===== config.mk =====
export PLATFORM = sky130hd
export DESIGN_NAME = pulse_period_speed_estimator_top_flat
export DESIGN_NICKNAME = d
export VERILOG_FILES = /design/src/pps_pkg.sv /design/src/pps_in_if.sv /design/src/pps_out_if.sv /design/src/pulse_period_speed_estimator_top.sv /design/src/pps_div.sv /design/src/flat_wrapper.sv
export VERILOG_INCLUDE_DIRS = /design/src /design/src/src
export SDC_FILE = /design/constraint.sdc
export NUM_CORES = 1
export LEC_CHECK = 0
export ABC_AREA = 1
export BUFFER_PORTS_ARGS = -buffer_cell sky130_fd_sc_hd__buf_2
export CAP_MARGIN = 20
export CORE_ASPECT_RATIO = 1.4
export CORE_MARGIN = 2
export CORE_UTILIZATION = 55
export CTS_CLUSTER_DIAMETER = 60
export DETAILED_ROUTE_END_ITERATION = 8
export PLACE_DENSITY = 0.82
export SETUP_SLACK_MARGIN = 0.15
export SLEW_MARGIN = 0
export SYNTH_ARGS = -nofsm -noshare
export SYNTH_HDL_FRONTEND = slang
export SYNTH_SLANG_ARGS = --single-unit

===== constraint.sdc =====
create_clock -name clk_i -period 6.45 [get_ports clk_i]
set_clock_uncertainty 0.05 [all_clocks]
set_input_delay 1.29 -clock clk_i [delete_from_list [all_inputs] [get_ports clk_i]]
set_output_delay 1.29 -clock clk_i [all_outputs]
set_load 0.02 [all_outputs]

===== src/pulse_period_speed_estimator_top_macros.svh =====
// Assertion macros for the pulse period speed estimator.
// Depends on nothing; included by the top level only.
`ifndef PULSE_PERIOD_SPEED_ESTIMATOR_TOP_MACROS_SVH
`define PULSE_PERIOD_SPEED_ESTIMATOR_TOP_MACROS_SVH

// Check an overlapping implication on the block clock, off during reset.
`define PPS_ASSERT_NOW(lbl, ante, cons, msg) \
  lbl: assert property (@(posedge clk_i) disable iff (!rst_ni) (ante) |-> (cons)) \
    else $error(msg);

// Check a next-cycle implication on the block clock, off during reset.
`define PPS_ASSERT_NEXT(lbl, ante, cons, msg) \
  lbl: assert property (@(posedge clk_i) disable iff (!rst_ni) (ante) |=> (cons)) \
    else $error(msg);

`endif


===== src/pps_pkg.sv =====
// Shared types and constants of the pulse period speed estimator.
// Depends on nothing; used by the divider, the top level and the testbench.
package pps_pkg;

  localparam int unsigned DATA_W  = 16;
  localparam int unsigned STAMP_W = 24;

  localparam logic [1:0] OP_PULSE   = 2'd0;
  localparam logic [1:0] OP_COMPUTE = 2'd1;
  localparam logic [1:0] OP_WRAP    = 2'd2;

  localparam logic [1:0] CFG_CALIBRATION = 2'd0;
  localparam logic [1:0] CFG_BOUNCE      = 2'd1;
  localparam logic [1:0] CFG_LIFETIME    = 2'd2;

  localparam logic [15:0] BOUNCE_RST   = 16'd62;
  localparam logic [7:0]  LIFETIME_RST = 8'd4;
  localparam int unsigned SPEED_STEP   = 10;

  typedef enum logic [2:0] {
    ST_IDLE,
    ST_DIV1,
    ST_AVG,
    ST_DIV2,
    ST_FIN
  } state_e;

  typedef struct packed {
    logic busy;
    logic done;
  } div_stat_t;

endpackage


===== src/pps_in_if.sv =====
// Input channel of the speed estimator: valid, ready and one event.
// Depends on nothing.
interface pps_in_if;
  logic        valid;
  logic        ready;
  logic [1:0]  op;
  logic [23:0] stamp;
  logic        force_update;

  modport source (output valid, op, stamp, force_update, input ready);
  modport sink (input valid, op, stamp, force_update, output ready);
endinterface


===== src/pps_out_if.sv =====
// Output channel of the speed estimator: valid, ready and one result.
// Depends on nothing.
interface pps_out_if;
  logic        valid;
  logic        ready;
  logic [15:0] speed_value;
  logic        speed_changed;
  logic        pulses_valid;

  modport source (output valid, speed_value, speed_changed, pulses_valid, input ready);
  modport sink (input valid, speed_value, speed_changed, pulses_valid, output ready);
endinterface


===== src/pulse_period_speed_estimator_top.sv =====
// Top level of the pulse period speed estimator: sequencer, state, APB registers.
// Depends on pps_pkg, pps_in_if, pps_out_if, pps_div and the macros header.
//
//  channel  | dir | beat contents
//  ---------+-----+-------------------------------------------
//  in_if    | in  | op, stamp, force_update
//  out_if   | out | speed_value, speed_changed, pulses_valid
//  apb      | in  | calibration, bounce_ticks, lifetime_wraps
//
// Pulse, wrap, unused and stale-compute beats finish in the cycle they are taken.
// A fresh compute holds the input off, from one accept to the next, and runs no
// division with a zero period, else one or two of 16 steps each on the one shared
// divider. Input is held off while a compute is at work and while the output
// register is full and not being taken. Reset is asynchronous, active low, and
// clears all state but the working registers and the output beat's data.
`include "pulse_period_speed_estimator_top_macros.svh"

module pulse_period_speed_estimator_top #(
  parameter int unsigned SUM_COUNT   = 6,
  parameter int unsigned SLICE_SHIFT = 8
) (
  input  logic        clk_i,
  input  logic        rst_ni,
  pps_in_if.sink      in_if,
  pps_out_if.source   out_if,
  input  logic        psel,
  input  logic        penable,
  input  logic        pwrite,
  input  logic [3:0]  paddr,
  input  logic [31:0] pwdata,
  output logic [31:0] prdata,
  output logic        pready
);
  localparam int unsigned W      = pps_pkg::DATA_W;
  localparam int unsigned IDX_W  = $clog2(SUM_COUNT + 1);
  localparam int unsigned SEL_W  = (SUM_COUNT > 1) ? $clog2(SUM_COUNT) : 1;

  // Configuration registers.
  logic [15:0] calib_q, bounce_q;
  logic [7:0]  life_q;
  logic        wr_en;

  assign pready = 1'b1;
  assign wr_en  = psel && penable && pwrite;

  always_ff @(posedge clk_i or negedge rst_ni) begin
    if (!rst_ni) begin
      calib_q  <= '0;
      bounce_q <= pps_pkg::BOUNCE_RST;
      life_q   <= pps_pkg::LIFETIME_RST;
    end else if (wr_en) begin
      unique case (paddr[3:2])
        pps_pkg::CFG_CALIBRATION: calib_q  <= pwdata[15:0];
        pps_pkg::CFG_BOUNCE:      bounce_q <= pwdata[15:0];
        pps_pkg::CFG_LIFETIME:    life_q   <= pwdata[7:0];
        default: ;
      endcase
    end
  end

  always_comb begin
    unique case (paddr[3:2])
      pps_pkg::CFG_CALIBRATION: prdata = {16'd0, calib_q};
      pps_pkg::CFG_BOUNCE:      prdata = {16'd0, bounce_q};
      pps_pkg::CFG_LIFETIME:    prdata = {24'd0, life_q};
      default:                  prdata = '0;
    endcase
  end

  // Estimator state.
  pps_pkg::state_e state_q, state_d;
  logic [23:0] newest_q, newest_d, older_q, older_d;
  logic        nstale_q, nstale_d, ostale_q, ostale_d;
  logic [7:0]  tally_q, tally_d, seen_q, seen_d;
  logic [W-1:0] sums_q [SUM_COUNT];
  logic [W-1:0] sums_d [SUM_COUNT];
  logic [W-1:0] shown_q, shown_d;
  logic        phase_q, phase_d;

  // Per-compute working registers.
  logic [W-1:0] raw_q, raw_d;
  logic        now_phase_q, now_phase_d, force_q, force_d;

  // Output register.
  logic        ov_q, ov_d, chg_q, chg_d, pv_q, pv_d;
  logic [W-1:0] spd_q, spd_d;

  // Shared divider.
  logic        div_start;
  logic [W-1:0] div_dsr, div_quo;
  pps_pkg::div_stat_t div_stat;

  pps_div u_div (
    .clk_i      (clk_i),
    .rst_ni     (rst_ni),
    .start_i    (div_start),
    .dividend_i (calib_q),
    .divisor_i  (div_dsr),
    .quotient_o (div_quo),
    .stat_o     (div_stat)
  );

  logic        in_fire, slot_free;
  logic [15:0] slice_in, slice_new, slice_old, spacing, age, bounce_d;
  logic [7:0]  upper, age_old, age_new;
  logic [IDX_W-1:0] idx;
  logic [SEL_W-1:0] sel;
  logic [W-1:0] avg;
  logic        minor_chg;

  assign slot_free   = !ov_q || out_if.ready;
  assign in_if.ready = (state_q == pps_pkg::ST_IDLE) && slot_free;
  assign in_fire     = in_if.valid && in_if.ready;

  always_comb begin
    slice_in  = in_if.stamp[SLICE_SHIFT +: 16];
    slice_new = newest_q[SLICE_SHIFT +: 16];
    slice_old = older_q[SLICE_SHIFT +: 16];
    spacing   = slice_new - slice_old;
    age       = slice_in - slice_new;
    bounce_d  = slice_in - slice_new;
    upper     = in_if.stamp[23:16];
    age_old   = upper - older_q[23:16];
    age_new   = upper - newest_q[23:16];

    // Average length from the raw speed: count thresholds 10, 20, 40, ...
    idx = '0;
    for (int j = 1; j <= SUM_COUNT; j++) begin
      if ({1'b0, raw_q} >= 17'(pps_pkg::SPEED_STEP << (j - 1))) idx = IDX_W'(j);
    end
    sel = SEL_W'(idx - 1'b1);
    avg = sums_q[sel] >> idx;

    minor_chg = (raw_q == shown_q) || ({1'b0, raw_q} == {1'b0, shown_q} + 17'd1) ||
                ({1'b0, shown_q} == {1'b0, raw_q} + 17'd1);
  end

  always_comb begin
    state_d     = state_q;
    newest_d    = newest_q;
    older_d     = older_q;
    nstale_d    = nstale_q;
    ostale_d    = ostale_q;
    tally_d     = tally_q;
    seen_d      = seen_q;
    sums_d      = sums_q;
    shown_d     = shown_q;
    phase_d     = phase_q;
    raw_d       = raw_q;
    now_phase_d = now_phase_q;
    force_d     = force_q;
    ov_d        = ov_q && !out_if.ready;
    chg_d       = chg_q;
    pv_d        = pv_q;
    spd_d       = spd_q;
    div_start   = 1'b0;
    div_dsr     = (spacing > age) ? spacing : age;

    unique case (state_q)
      pps_pkg::ST_IDLE: begin
        if (in_fire) begin
          ov_d  = 1'b1;
          chg_d = 1'b0;
          case (in_if.op)
            pps_pkg::OP_PULSE: begin
              if (bounce_d > bounce_q) begin
                tally_d  = tally_q + 8'd1;
                older_d  = newest_q;
                ostale_d = nstale_q;
                newest_d = in_if.stamp;
                nstale_d = 1'b0;
              end
            end
            pps_pkg::OP_WRAP: begin
              if (age_old > life_q) ostale_d = 1'b1;
              if (age_new > (life_q >> 1)) nstale_d = 1'b1;
            end
            pps_pkg::OP_COMPUTE: begin
              if (nstale_q || ostale_q) begin
                // Stale pulses: drop the history and show zero.
                for (int k = 0; k < SUM_COUNT; k++) sums_d[k] = '0;
                shown_d = '0;
                chg_d   = 1'b1;
              end else begin
                // Hold the result back until the divisions finish.
                ov_d        = 1'b0;
                now_phase_d = in_if.stamp[15];
                force_d     = in_if.force_update;
                if (tally_q != seen_q) begin
                  seen_d = tally_q;
                  for (int k = 0; k < SUM_COUNT; k++) begin
                    sums_d[k] = sums_q[k] - (sums_q[k] >> (k + 1)) + spacing;
                  end
                end
                if (div_dsr == '0) begin
                  raw_d   = '0;
                  state_d = pps_pkg::ST_AVG;
                end else begin
                  div_start = 1'b1;
                  state_d   = pps_pkg::ST_DIV1;
                end
              end
            end
            default: ;
          endcase
          pv_d  = !nstale_d && !ostale_d;
          spd_d = shown_d;
        end
      end
      pps_pkg::ST_DIV1: begin
        if (div_stat.done) begin
          raw_d   = div_quo;
          state_d = pps_pkg::ST_AVG;
        end
      end
      pps_pkg::ST_AVG: begin
        div_dsr = avg;
        if (idx != '0 && avg != '0) begin
          div_start = 1'b1;
          state_d   = pps_pkg::ST_DIV2;
        end else begin
          state_d = pps_pkg::ST_FIN;
        end
      end
      pps_pkg::ST_DIV2: begin
        div_dsr = avg;
        if (div_stat.done) begin
          raw_d   = div_quo;
          state_d = pps_pkg::ST_FIN;
        end
      end
      pps_pkg::ST_FIN: begin
        if (slot_free) begin
          ov_d  = 1'b1;
          chg_d = 1'b0;
          if (!minor_chg || now_phase_q != phase_q || force_q) begin
            phase_d = now_phase_q;
            shown_d = raw_q;
            chg_d   = 1'b1;
          end
          spd_d   = shown_d;
          pv_d    = !nstale_q && !ostale_q;
          state_d = pps_pkg::ST_IDLE;
        end
      end
      default: state_d = pps_pkg::ST_IDLE;
    endcase
  end

  always_ff @(posedge clk_i or negedge rst_ni) begin
    if (!rst_ni) begin
      state_q  <= pps_pkg::ST_IDLE;
      newest_q <= '0;
      older_q  <= '0;
      nstale_q <= 1'b1;
      ostale_q <= 1'b1;
      tally_q  <= '0;
      seen_q   <= '0;
      for (int k = 0; k < SUM_COUNT; k++) sums_q[k] <= '0;
      shown_q  <= '0;
      phase_q  <= 1'b0;
      ov_q     <= 1'b0;
    end else begin
      state_q  <= state_d;
      newest_q <= newest_d;
      older_q  <= older_d;
      nstale_q <= nstale_d;
      ostale_q <= ostale_d;
      tally_q  <= tally_d;
      seen_q   <= seen_d;
      sums_q   <= sums_d;
      shown_q  <= shown_d;
      phase_q  <= phase_d;
      ov_q     <= ov_d;
    end
  end

  always_ff @(posedge clk_i) begin
    raw_q       <= raw_d;
    now_phase_q <= now_phase_d;
    force_q     <= force_d;
    chg_q       <= chg_d;
    pv_q        <= pv_d;
    spd_q       <= spd_d;
  end

  assign out_if.valid         = ov_q;
  assign out_if.speed_value   = spd_q;
  assign out_if.speed_changed = chg_q;
  assign out_if.pulses_valid  = pv_q;

  `PPS_ASSERT_NOW(a_busy_not_ready, state_q != pps_pkg::ST_IDLE, !in_if.ready, "ready while busy")
  `PPS_ASSERT_NOW(a_div_start_idle, div_start, !div_stat.busy, "divider restarted while busy")
  `PPS_ASSERT_NEXT(a_div_leads_done, div_start, div_stat.busy, "divider did not start")
  `PPS_ASSERT_NOW(a_fin_no_div, state_q == pps_pkg::ST_FIN, !div_stat.busy, "finish before divide")
endmodule


===== src/pps_div.sv =====
// Restoring divider, one quotient bit a cycle, shared by both speed divisions.
// Depends on pps_pkg.
module pps_div (
  input  logic                        clk_i,
  input  logic                        rst_ni,
  input  logic                        start_i,
  input  logic [pps_pkg::DATA_W-1:0]  dividend_i,
  input  logic [pps_pkg::DATA_W-1:0]  divisor_i,
  output logic [pps_pkg::DATA_W-1:0]  quotient_o,
  output pps_pkg::div_stat_t          stat_o
);
  localparam int unsigned W   = pps_pkg::DATA_W;
  localparam int unsigned CW  = $clog2(W);

  logic [W-1:0]  rem_q, rem_d, quo_q, quo_d, dsr_q, dsr_d;
  logic [CW-1:0] cnt_q, cnt_d;
  logic          busy_q, busy_d, done_q, done_d;
  logic [W:0]    trial;
  logic          ge;

  always_comb begin
    trial  = {rem_q, quo_q[W-1]};
    ge     = trial >= {1'b0, dsr_q};
    rem_d  = rem_q;
    quo_d  = quo_q;
    dsr_d  = dsr_q;
    cnt_d  = cnt_q;
    busy_d = busy_q;
    done_d = 1'b0;
    if (start_i) begin
      rem_d  = '0;
      quo_d  = dividend_i;
      dsr_d  = divisor_i;
      cnt_d  = '0;
      busy_d = 1'b1;
    end else if (busy_q) begin
      rem_d = ge ? W'(trial - {1'b0, dsr_q}) : trial[W-1:0];
      quo_d = {quo_q[W-2:0], ge};
      cnt_d = cnt_q + 1'b1;
      if (cnt_q == CW'(W - 1)) begin
        busy_d = 1'b0;
        done_d = 1'b1;
      end
    end
  end

  always_ff @(posedge clk_i or negedge rst_ni) begin
    if (!rst_ni) begin
      busy_q <= 1'b0;
      done_q <= 1'b0;
      cnt_q  <= '0;
    end else begin
      busy_q <= busy_d;
      done_q <= done_d;
      cnt_q  <= cnt_d;
    end
  end

  always_ff @(posedge clk_i) begin
    rem_q <= rem_d;
    quo_q <= quo_d;
    dsr_q <= dsr_d;
  end

  assign quotient_o  = quo_q;
  assign stat_o.busy = busy_q;
  assign stat_o.done = done_q;
endmodule


===== src/flat_wrapper.sv =====
// flat-port wrapper written by rule: the top's interface ports become plain ports
module pulse_period_speed_estimator_top_flat 
#(
  parameter int unsigned SUM_COUNT   = 6,
  parameter int unsigned SLICE_SHIFT = 8
)
  (clk_i, rst_ni, psel, penable, pwrite, paddr, pwdata, prdata, pready, in_if_valid, in_if_op, in_if_stamp, in_if_force_update, in_if_ready, out_if_valid, out_if_speed_value, out_if_speed_changed, out_if_pulses_valid, out_if_ready);
  pps_in_if in_if_i ();
  pps_out_if out_if_i ();
  input  logic clk_i;
  input  logic rst_ni;
  input  logic psel;
  input  logic penable;
  input  logic pwrite;
  input  logic [3:0] paddr;
  input  logic [31:0] pwdata;
  output logic [31:0] prdata;
  output logic pready;
  input wire logic [$bits(in_if_i.valid)-1:0] in_if_valid;
  input wire logic [$bits(in_if_i.op)-1:0] in_if_op;
  input wire logic [$bits(in_if_i.stamp)-1:0] in_if_stamp;
  input wire logic [$bits(in_if_i.force_update)-1:0] in_if_force_update;
  output wire logic [$bits(in_if_i.ready)-1:0] in_if_ready;
  output wire logic [$bits(out_if_i.valid)-1:0] out_if_valid;
  output wire logic [$bits(out_if_i.speed_value)-1:0] out_if_speed_value;
  output wire logic [$bits(out_if_i.speed_changed)-1:0] out_if_speed_changed;
  output wire logic [$bits(out_if_i.pulses_valid)-1:0] out_if_pulses_valid;
  input wire logic [$bits(out_if_i.ready)-1:0] out_if_ready;
  assign in_if_i.valid = in_if_valid;
  assign in_if_i.op = in_if_op;
  assign in_if_i.stamp = in_if_stamp;
  assign in_if_i.force_update = in_if_force_update;
  assign in_if_ready = in_if_i.ready;
  assign out_if_valid = out_if_i.valid;
  assign out_if_speed_value = out_if_i.speed_value;
  assign out_if_speed_changed = out_if_i.speed_changed;
  assign out_if_pulses_valid = out_if_i.pulses_valid;
  assign out_if_i.ready = out_if_ready;
  pulse_period_speed_estimator_top #(.SUM_COUNT(SUM_COUNT), .SLICE_SHIFT(SLICE_SHIFT)) u_core (.clk_i(clk_i), .rst_ni(rst_ni), .in_if(in_if_i), .out_if(out_if_i), .psel(psel), .penable(penable), .pwrite(pwrite), .paddr(paddr), .pwdata(pwdata), .prdata(prdata), .pready(pready));
endmodule

# == Word-level counts from Yosys, hierarchy flattened ==
# Index checks and enable logic that the tools add are counted.
# W data, S select, Z words.
# word_totals
elab_cells,210
input_bits,70
register_bits,313
# classes
order_cmp,12
mux,75
eq_ne,22
add_sub_neg,22
bitwise,2
n_shift,1
n_reduce_logical,45
# ops
cell,n
$mux W16,17
$mux W96,2
$add A16 B16 Y16,6
$pmux W16 S2,2
$bmux W16 S3,1
$pmux W16 S3,1
$sub A16 B16 Y16,3
$add A16 B1 Y17 const B,2
$eq A16 B17 Y1,2
$gt A16 B16 Y1,2
$mux W1,30
$mux W3,10
$ge A17 B16 Y1,1
$eq A16 B16 Y1,1
$ge A16 B4 Y1 const B,1
$ge A16 B5 Y1 const B,1
$ge A16 B6 Y1 const B,1
$ge A16 B7 Y1 const B,1
$ge A16 B8 Y1 const B,1
$ge A16 B9 Y1 const B,1
$logic_not A16 Y1,1
$reduce_bool A16 Y1,1
$shr A16 B3 Y16,1
$sub A16 B10 Y16,1
other kinds (41),89

# == Logic depth before layout (Yosys ltp) ==
# depth
word_depth,18
depth_mapped,37
mapped_depth_nobuf,35

# == Modules after synthesis ==
# A second synthesis with hierarchy kept.
# hier_totals
hier_cells,3492
area_unflattened_um2,25468.2
# by_module_without_submodules
module,area_each_um2,cells_each,n_inst
pulse_period_speed_estimator_top,22172.5,3051,1
pps_div,3295.7,441,1

# == Least setup slack after synthesis ==
# No wires, ideal clock.
# synth_timing
path_type,input-to-reg
startpoint,input in_if_stamp[16]
endpoint,"register u_core.raw_q[0], enable pin"
path_slack_ps,994
stages,31
t_required_ps,6006
t_arrival_ps,5012
n_path_buf,1
cell_sequence,inv_1 ha_1 nand2_1 inv_1 a21oi_2 nand3_1 nand3_1 nand2_1 nand2_1 nand2_1 xor2_1 ha_1 nand2_1 inv_1 nand3_1 nor2_1 nand2_1 nor2_1 nand3_1 nand2_1 inv_2 nand2_4 nand2_4 buf_6 nand2_1 nand2_1 nor2_1 nand2_1 nor2_2 nand2_1 a21oi_1
# synth_between
elab_chain_cells,6
# synth_lines
element,line_no,rtl
start: declaration,flat_wrapper.sv:21,input wire logic [$bits(in_if_i.stamp)-1:0] in_if_stamp;
$sub A16 B16 Y16 (*),pulse_period_speed_estimator_top.sv:120,age = slice_in - slice_new;
$gt A16 B16 Y1,pulse_period_speed_estimator_top.sv:157,div_dsr = (spacing > age) ? spacing : age;
$mux W16 (*),pulse_period_speed_estimator_top.sv:157,
$logic_not A16 Y1 (*),pulse_period_speed_estimator_top.sv:195,if (div_dsr == '0) begin
$ne A2 B2 Y1 (no source line) (*),--,
$reduce_and A6 Y1 (no source line) (*),--,
end signal: assignment,pulse_period_speed_estimator_top.sv:279,raw_q <= raw_d;
end: declaration,pulse_period_speed_estimator_top.sv:81,"logic [W-1:0] raw_q, raw_d;"
# Mark *: on every way between the ends. The rest lies on a longest branch, timed or not.
# A chain may end at the register's enable or synchronous reset.

# == Worst setup path after layout ==
# layout_timing
startpoint,register u_core.newest_q[8]
endpoint,"register u_core.u_div.quo_q[10], in the netlist u_core.u_div.quotient_o[10], enable pin"
# layout_between
elab_chain_cells,10
elab_cells_between_ends,11
classes_between,add/sub (2); order compare (1); mux (6); reduce/logical (2)
# layout_lines
element,line_no,rtl
start: declaration,pulse_period_speed_estimator_top.sv:72,"logic [23:0] newest_q, newest_d, older_q, older_d;"
start signal: assignment,pulse_period_speed_estimator_top.sv:265,newest_q <= newest_d;
"$sub A16 B16 Y16, on equally long branches","pulse_period_speed_estimator_top.sv:119, pulse_period_speed_estimator_top.sv:120",
$gt A16 B16 Y1,pulse_period_speed_estimator_top.sv:157,
$mux W16 (*),pulse_period_speed_estimator_top.sv:157,
$logic_not A16 Y1 (*),pulse_period_speed_estimator_top.sv:195,
$mux W1 (*),pulse_period_speed_estimator_top.sv:195,
$mux W1 (*),pulse_period_speed_estimator_top.sv:179,if (nstale_q || ostale_q) begin
$mux W1 (*),pulse_period_speed_estimator_top.sv:164,case (in_if.op)
$mux W1 (*),pulse_period_speed_estimator_top.sv:161,if (in_fire) begin
$pmux W1 S2 (*),pulse_period_speed_estimator_top.sv:159,unique case (state_q)
$reduce_bool A2 Y1 (no source line) (*),--,
end signal: assignment,pps_div.sv:61,quo_q <= quo_d;
end: declaration,pps_div.sv:15,"logic [W-1:0] rem_q, rem_d, quo_q, quo_d, dsr_q, dsr_d;"
# Marks and branches as above.

==> impl_results.md <==
* Setup TNS at 0 ps
* WL final at 69000 um
* Rel. slew slack at 22.5%
* Rows at 92
* Placed wire-length estimate at 51100 um
* Yosys cell types at 57
* # nets final at 3767
* Routed wire per std cell at 17.1 um
* Via count at 22700
* IO Count at 123
* Overflow after GRT at 0
* Mapped Avg Cell Area at 7.49 um2
* First-pass GRT wire length at 111000 um
* Synth top area cells: dfrtp_1 (20%), nand2_1 (11%), ha_1 (11%)
* Largest stage delay on the critical path at 480 ps
* Synth top cells by count: nand2_1 (767), inv_1 (505), nor2_1 (254)
* Core Region at 45000 um2
* Count of state elements after synthesis at 297
* Max Cap Viol at 0
* Actual slew at the worst max-slew pin at 1160 ps
* CP Class: flip-flop to flip-flop
* Area Overhead vs Synth at 8.61%
* Area leader, netlist: dfrtp_1
* Ys Warns at 0
* Die area at 47300 um2
* Critical-path top delay cell: fa_1
* Buf+Inv Stages, Crit Path at 7
* Clock Latency Late Sink at 550 ps
* RSZ-0062 raised after global routing: no
* Num CTS Buffers at 36
* Largest net degree at the start of global routing at 124
* Post-synthesis sequential area ratio at 30.8%
* Critical Path AT at 5650 ps
* Crit path max-delay family: simple AND/OR/NAND/NOR gates
* CP max FO at 17
* Critical Path RT at 6650 ps
* DR iter-0 viols at 1923
* Final setup viols at 0
* Most common cell on crit path: nand2_1
* Async set-or-reset flop fraction in the synthesized netlist at 71.7%
* Initial antenna violation count at 0
* GP Congestion at 0.988
* Fin crit period at 5450 ps
* Status: complete, no violations
* Endpoints failing hold at 0
* Most frequent cell after synthesis: nand2_1
* Setup crit start kind: flip-flop
* Prevailing post-synth register cell: dfrtp_1
* Overall Global Routing Usage at 29.5%
* Post-CTS Setup Bufs at 0
* Die W at 184 um
* Area share of the largest cell type after synthesis at 20.5%
* Share of cells above drive strength 1 at 8.14%
* Max-slew violation count at 0
* CTS sink cnt at 297
* Fmax at 183 MHz
* Die Ht at 256 um
* Vias per cell at 5.61
* Mapped Cells at 3345
* Clk buf depth at 3
* Drt pass-1 iters at 6
* Worst setup EP type: flip-flop
* Min-Delay Path Class: flip-flop to flip-flop
* ANT cells at 0
* Post-DRT Antenna Nets at 0
* Initial Util at 55.6%
* Post-synth EDFFs at 68
* Crit share post-route at 84.5%
* Gates resized, CTS repair at 0
* CTS H-tree lvls at 2
* Fillers at 3893
* Residual DRC at 0
* Reg clk slew, reported paths at 60 ps
* Register area at 7700 um2
* Hold_buf cts at 0
* Area taken by multi-input logic gates at 14900 um2
* Port Buf Inserts at 79
* CTS root buffer: clkbuf_16
* Vias in the first global route at 22200
* Synthesized area at 25000 um2
* TritonCTS clock tree: done
==> per-layer routing <==
metal  global-route usage [%]  vias up  wire length [um]
li1                         -    11000                 -
met1                     34.3    10600             26300
met2                     50.7      811             33700
met3                     3.74      247              3900
met4                     19.3        0              5090
met5                        0        -                 0
==> through the flow <==
stage               worst slack [ps]  hold WS, ps  cell area (um2)  cells  utilization (%)
floorplan                        994          390            25100   3360                -
global placement                 675          416            26000   3972             57.8
detailed placement               634          424            26000   3972             57.8
CTS                             1100          437            27200   4036             60.4
global route                     644          461            27200   4038             60.4
finish                           998          437            27200   4038             60.4
==> cell families after synthesis <==
kind of cell / Yosys count / share of synthesized area, %
and+or+nand+nor: 1376 / 23.2
buffers and inverters: 632 / 10.1
AOI/OAI and AO/OA: 626 / 14.6
DFF: 297 / 30.8
adders and majority gates: 296 / 17.2
xor gates and xnor gates: 113 / 4.03
muxes: 3 / 0.120
other: 2 / 0.0300
==> path summary, 6_finish.rpt <==
check,cells after the start,endpoint,start,slack (ps)
max in group asynchronous,2,u_core.calib_q[14],rst_ni,4490
worst max-delay path,31,u_core.u_div.quotient_o[10],u_core.newest_q[8],1000
worst min register to register,2,u_core.older_q[11],u_core.older_q[11],440
worst min-delay path,2,u_core.older_q[11],u_core.older_q[11],440
min in group asynchronous,1,u_core.sums_q[22],rst_ni,680
worst max register to register,31,u_core.u_div.quotient_o[10],u_core.newest_q[8],1000
==> registers in the layout (all words and copies together), names as in the netlist, 8 cells and up <==
register	cells
u_core.sums_q	96
u_core.bounce_q	16
u_core.calib_q	16
u_core.newest_q	16
u_core.older_q	16
u_core.out_if.speed_value	16
u_core.raw_q	16
u_core.shown_q	16
u_core.u_div.dsr_q	16
u_core.u_div.quotient_o	16
u_core.u_div.rem_q	16
u_core.life_q	8
u_core.seen_q	8
u_core.tally_q	8
==> cell usage in the layout (no fill, tap or decap), drive strengths merged, types with 46 or more instances in the layout <==
cell    Yosys  layout
a21oi     209     209
buf        49     114
dfrtp     205     205
edfxtp     68      68
fa         80      80
ha        216     216
inv       518     522
nand2     778     778
nand3     233     233
nor2      260     260
nor3       46      46
o21ai     234     234
o22ai      53      53
xor2       82      82
==> area by class of cell <==
type	count	area share (%)
clock buffer	45	3.63
clock inverter	19	0.635
inverter	521	7.19
multi-input combinational	2431	54.7
sequential	297	28.3
tap	611	2.81
timing repair buffer	114	2.69
==> worst min-delay path: stages (launching register included) <==
cell     delay (ps)
dfrtp_1         350
nand2_1          50
o21ai_0          50
Power is left out: the tool's default activity adds up to more than one toggle a clock period on the data nets, which glitch-free logic cannot reach.
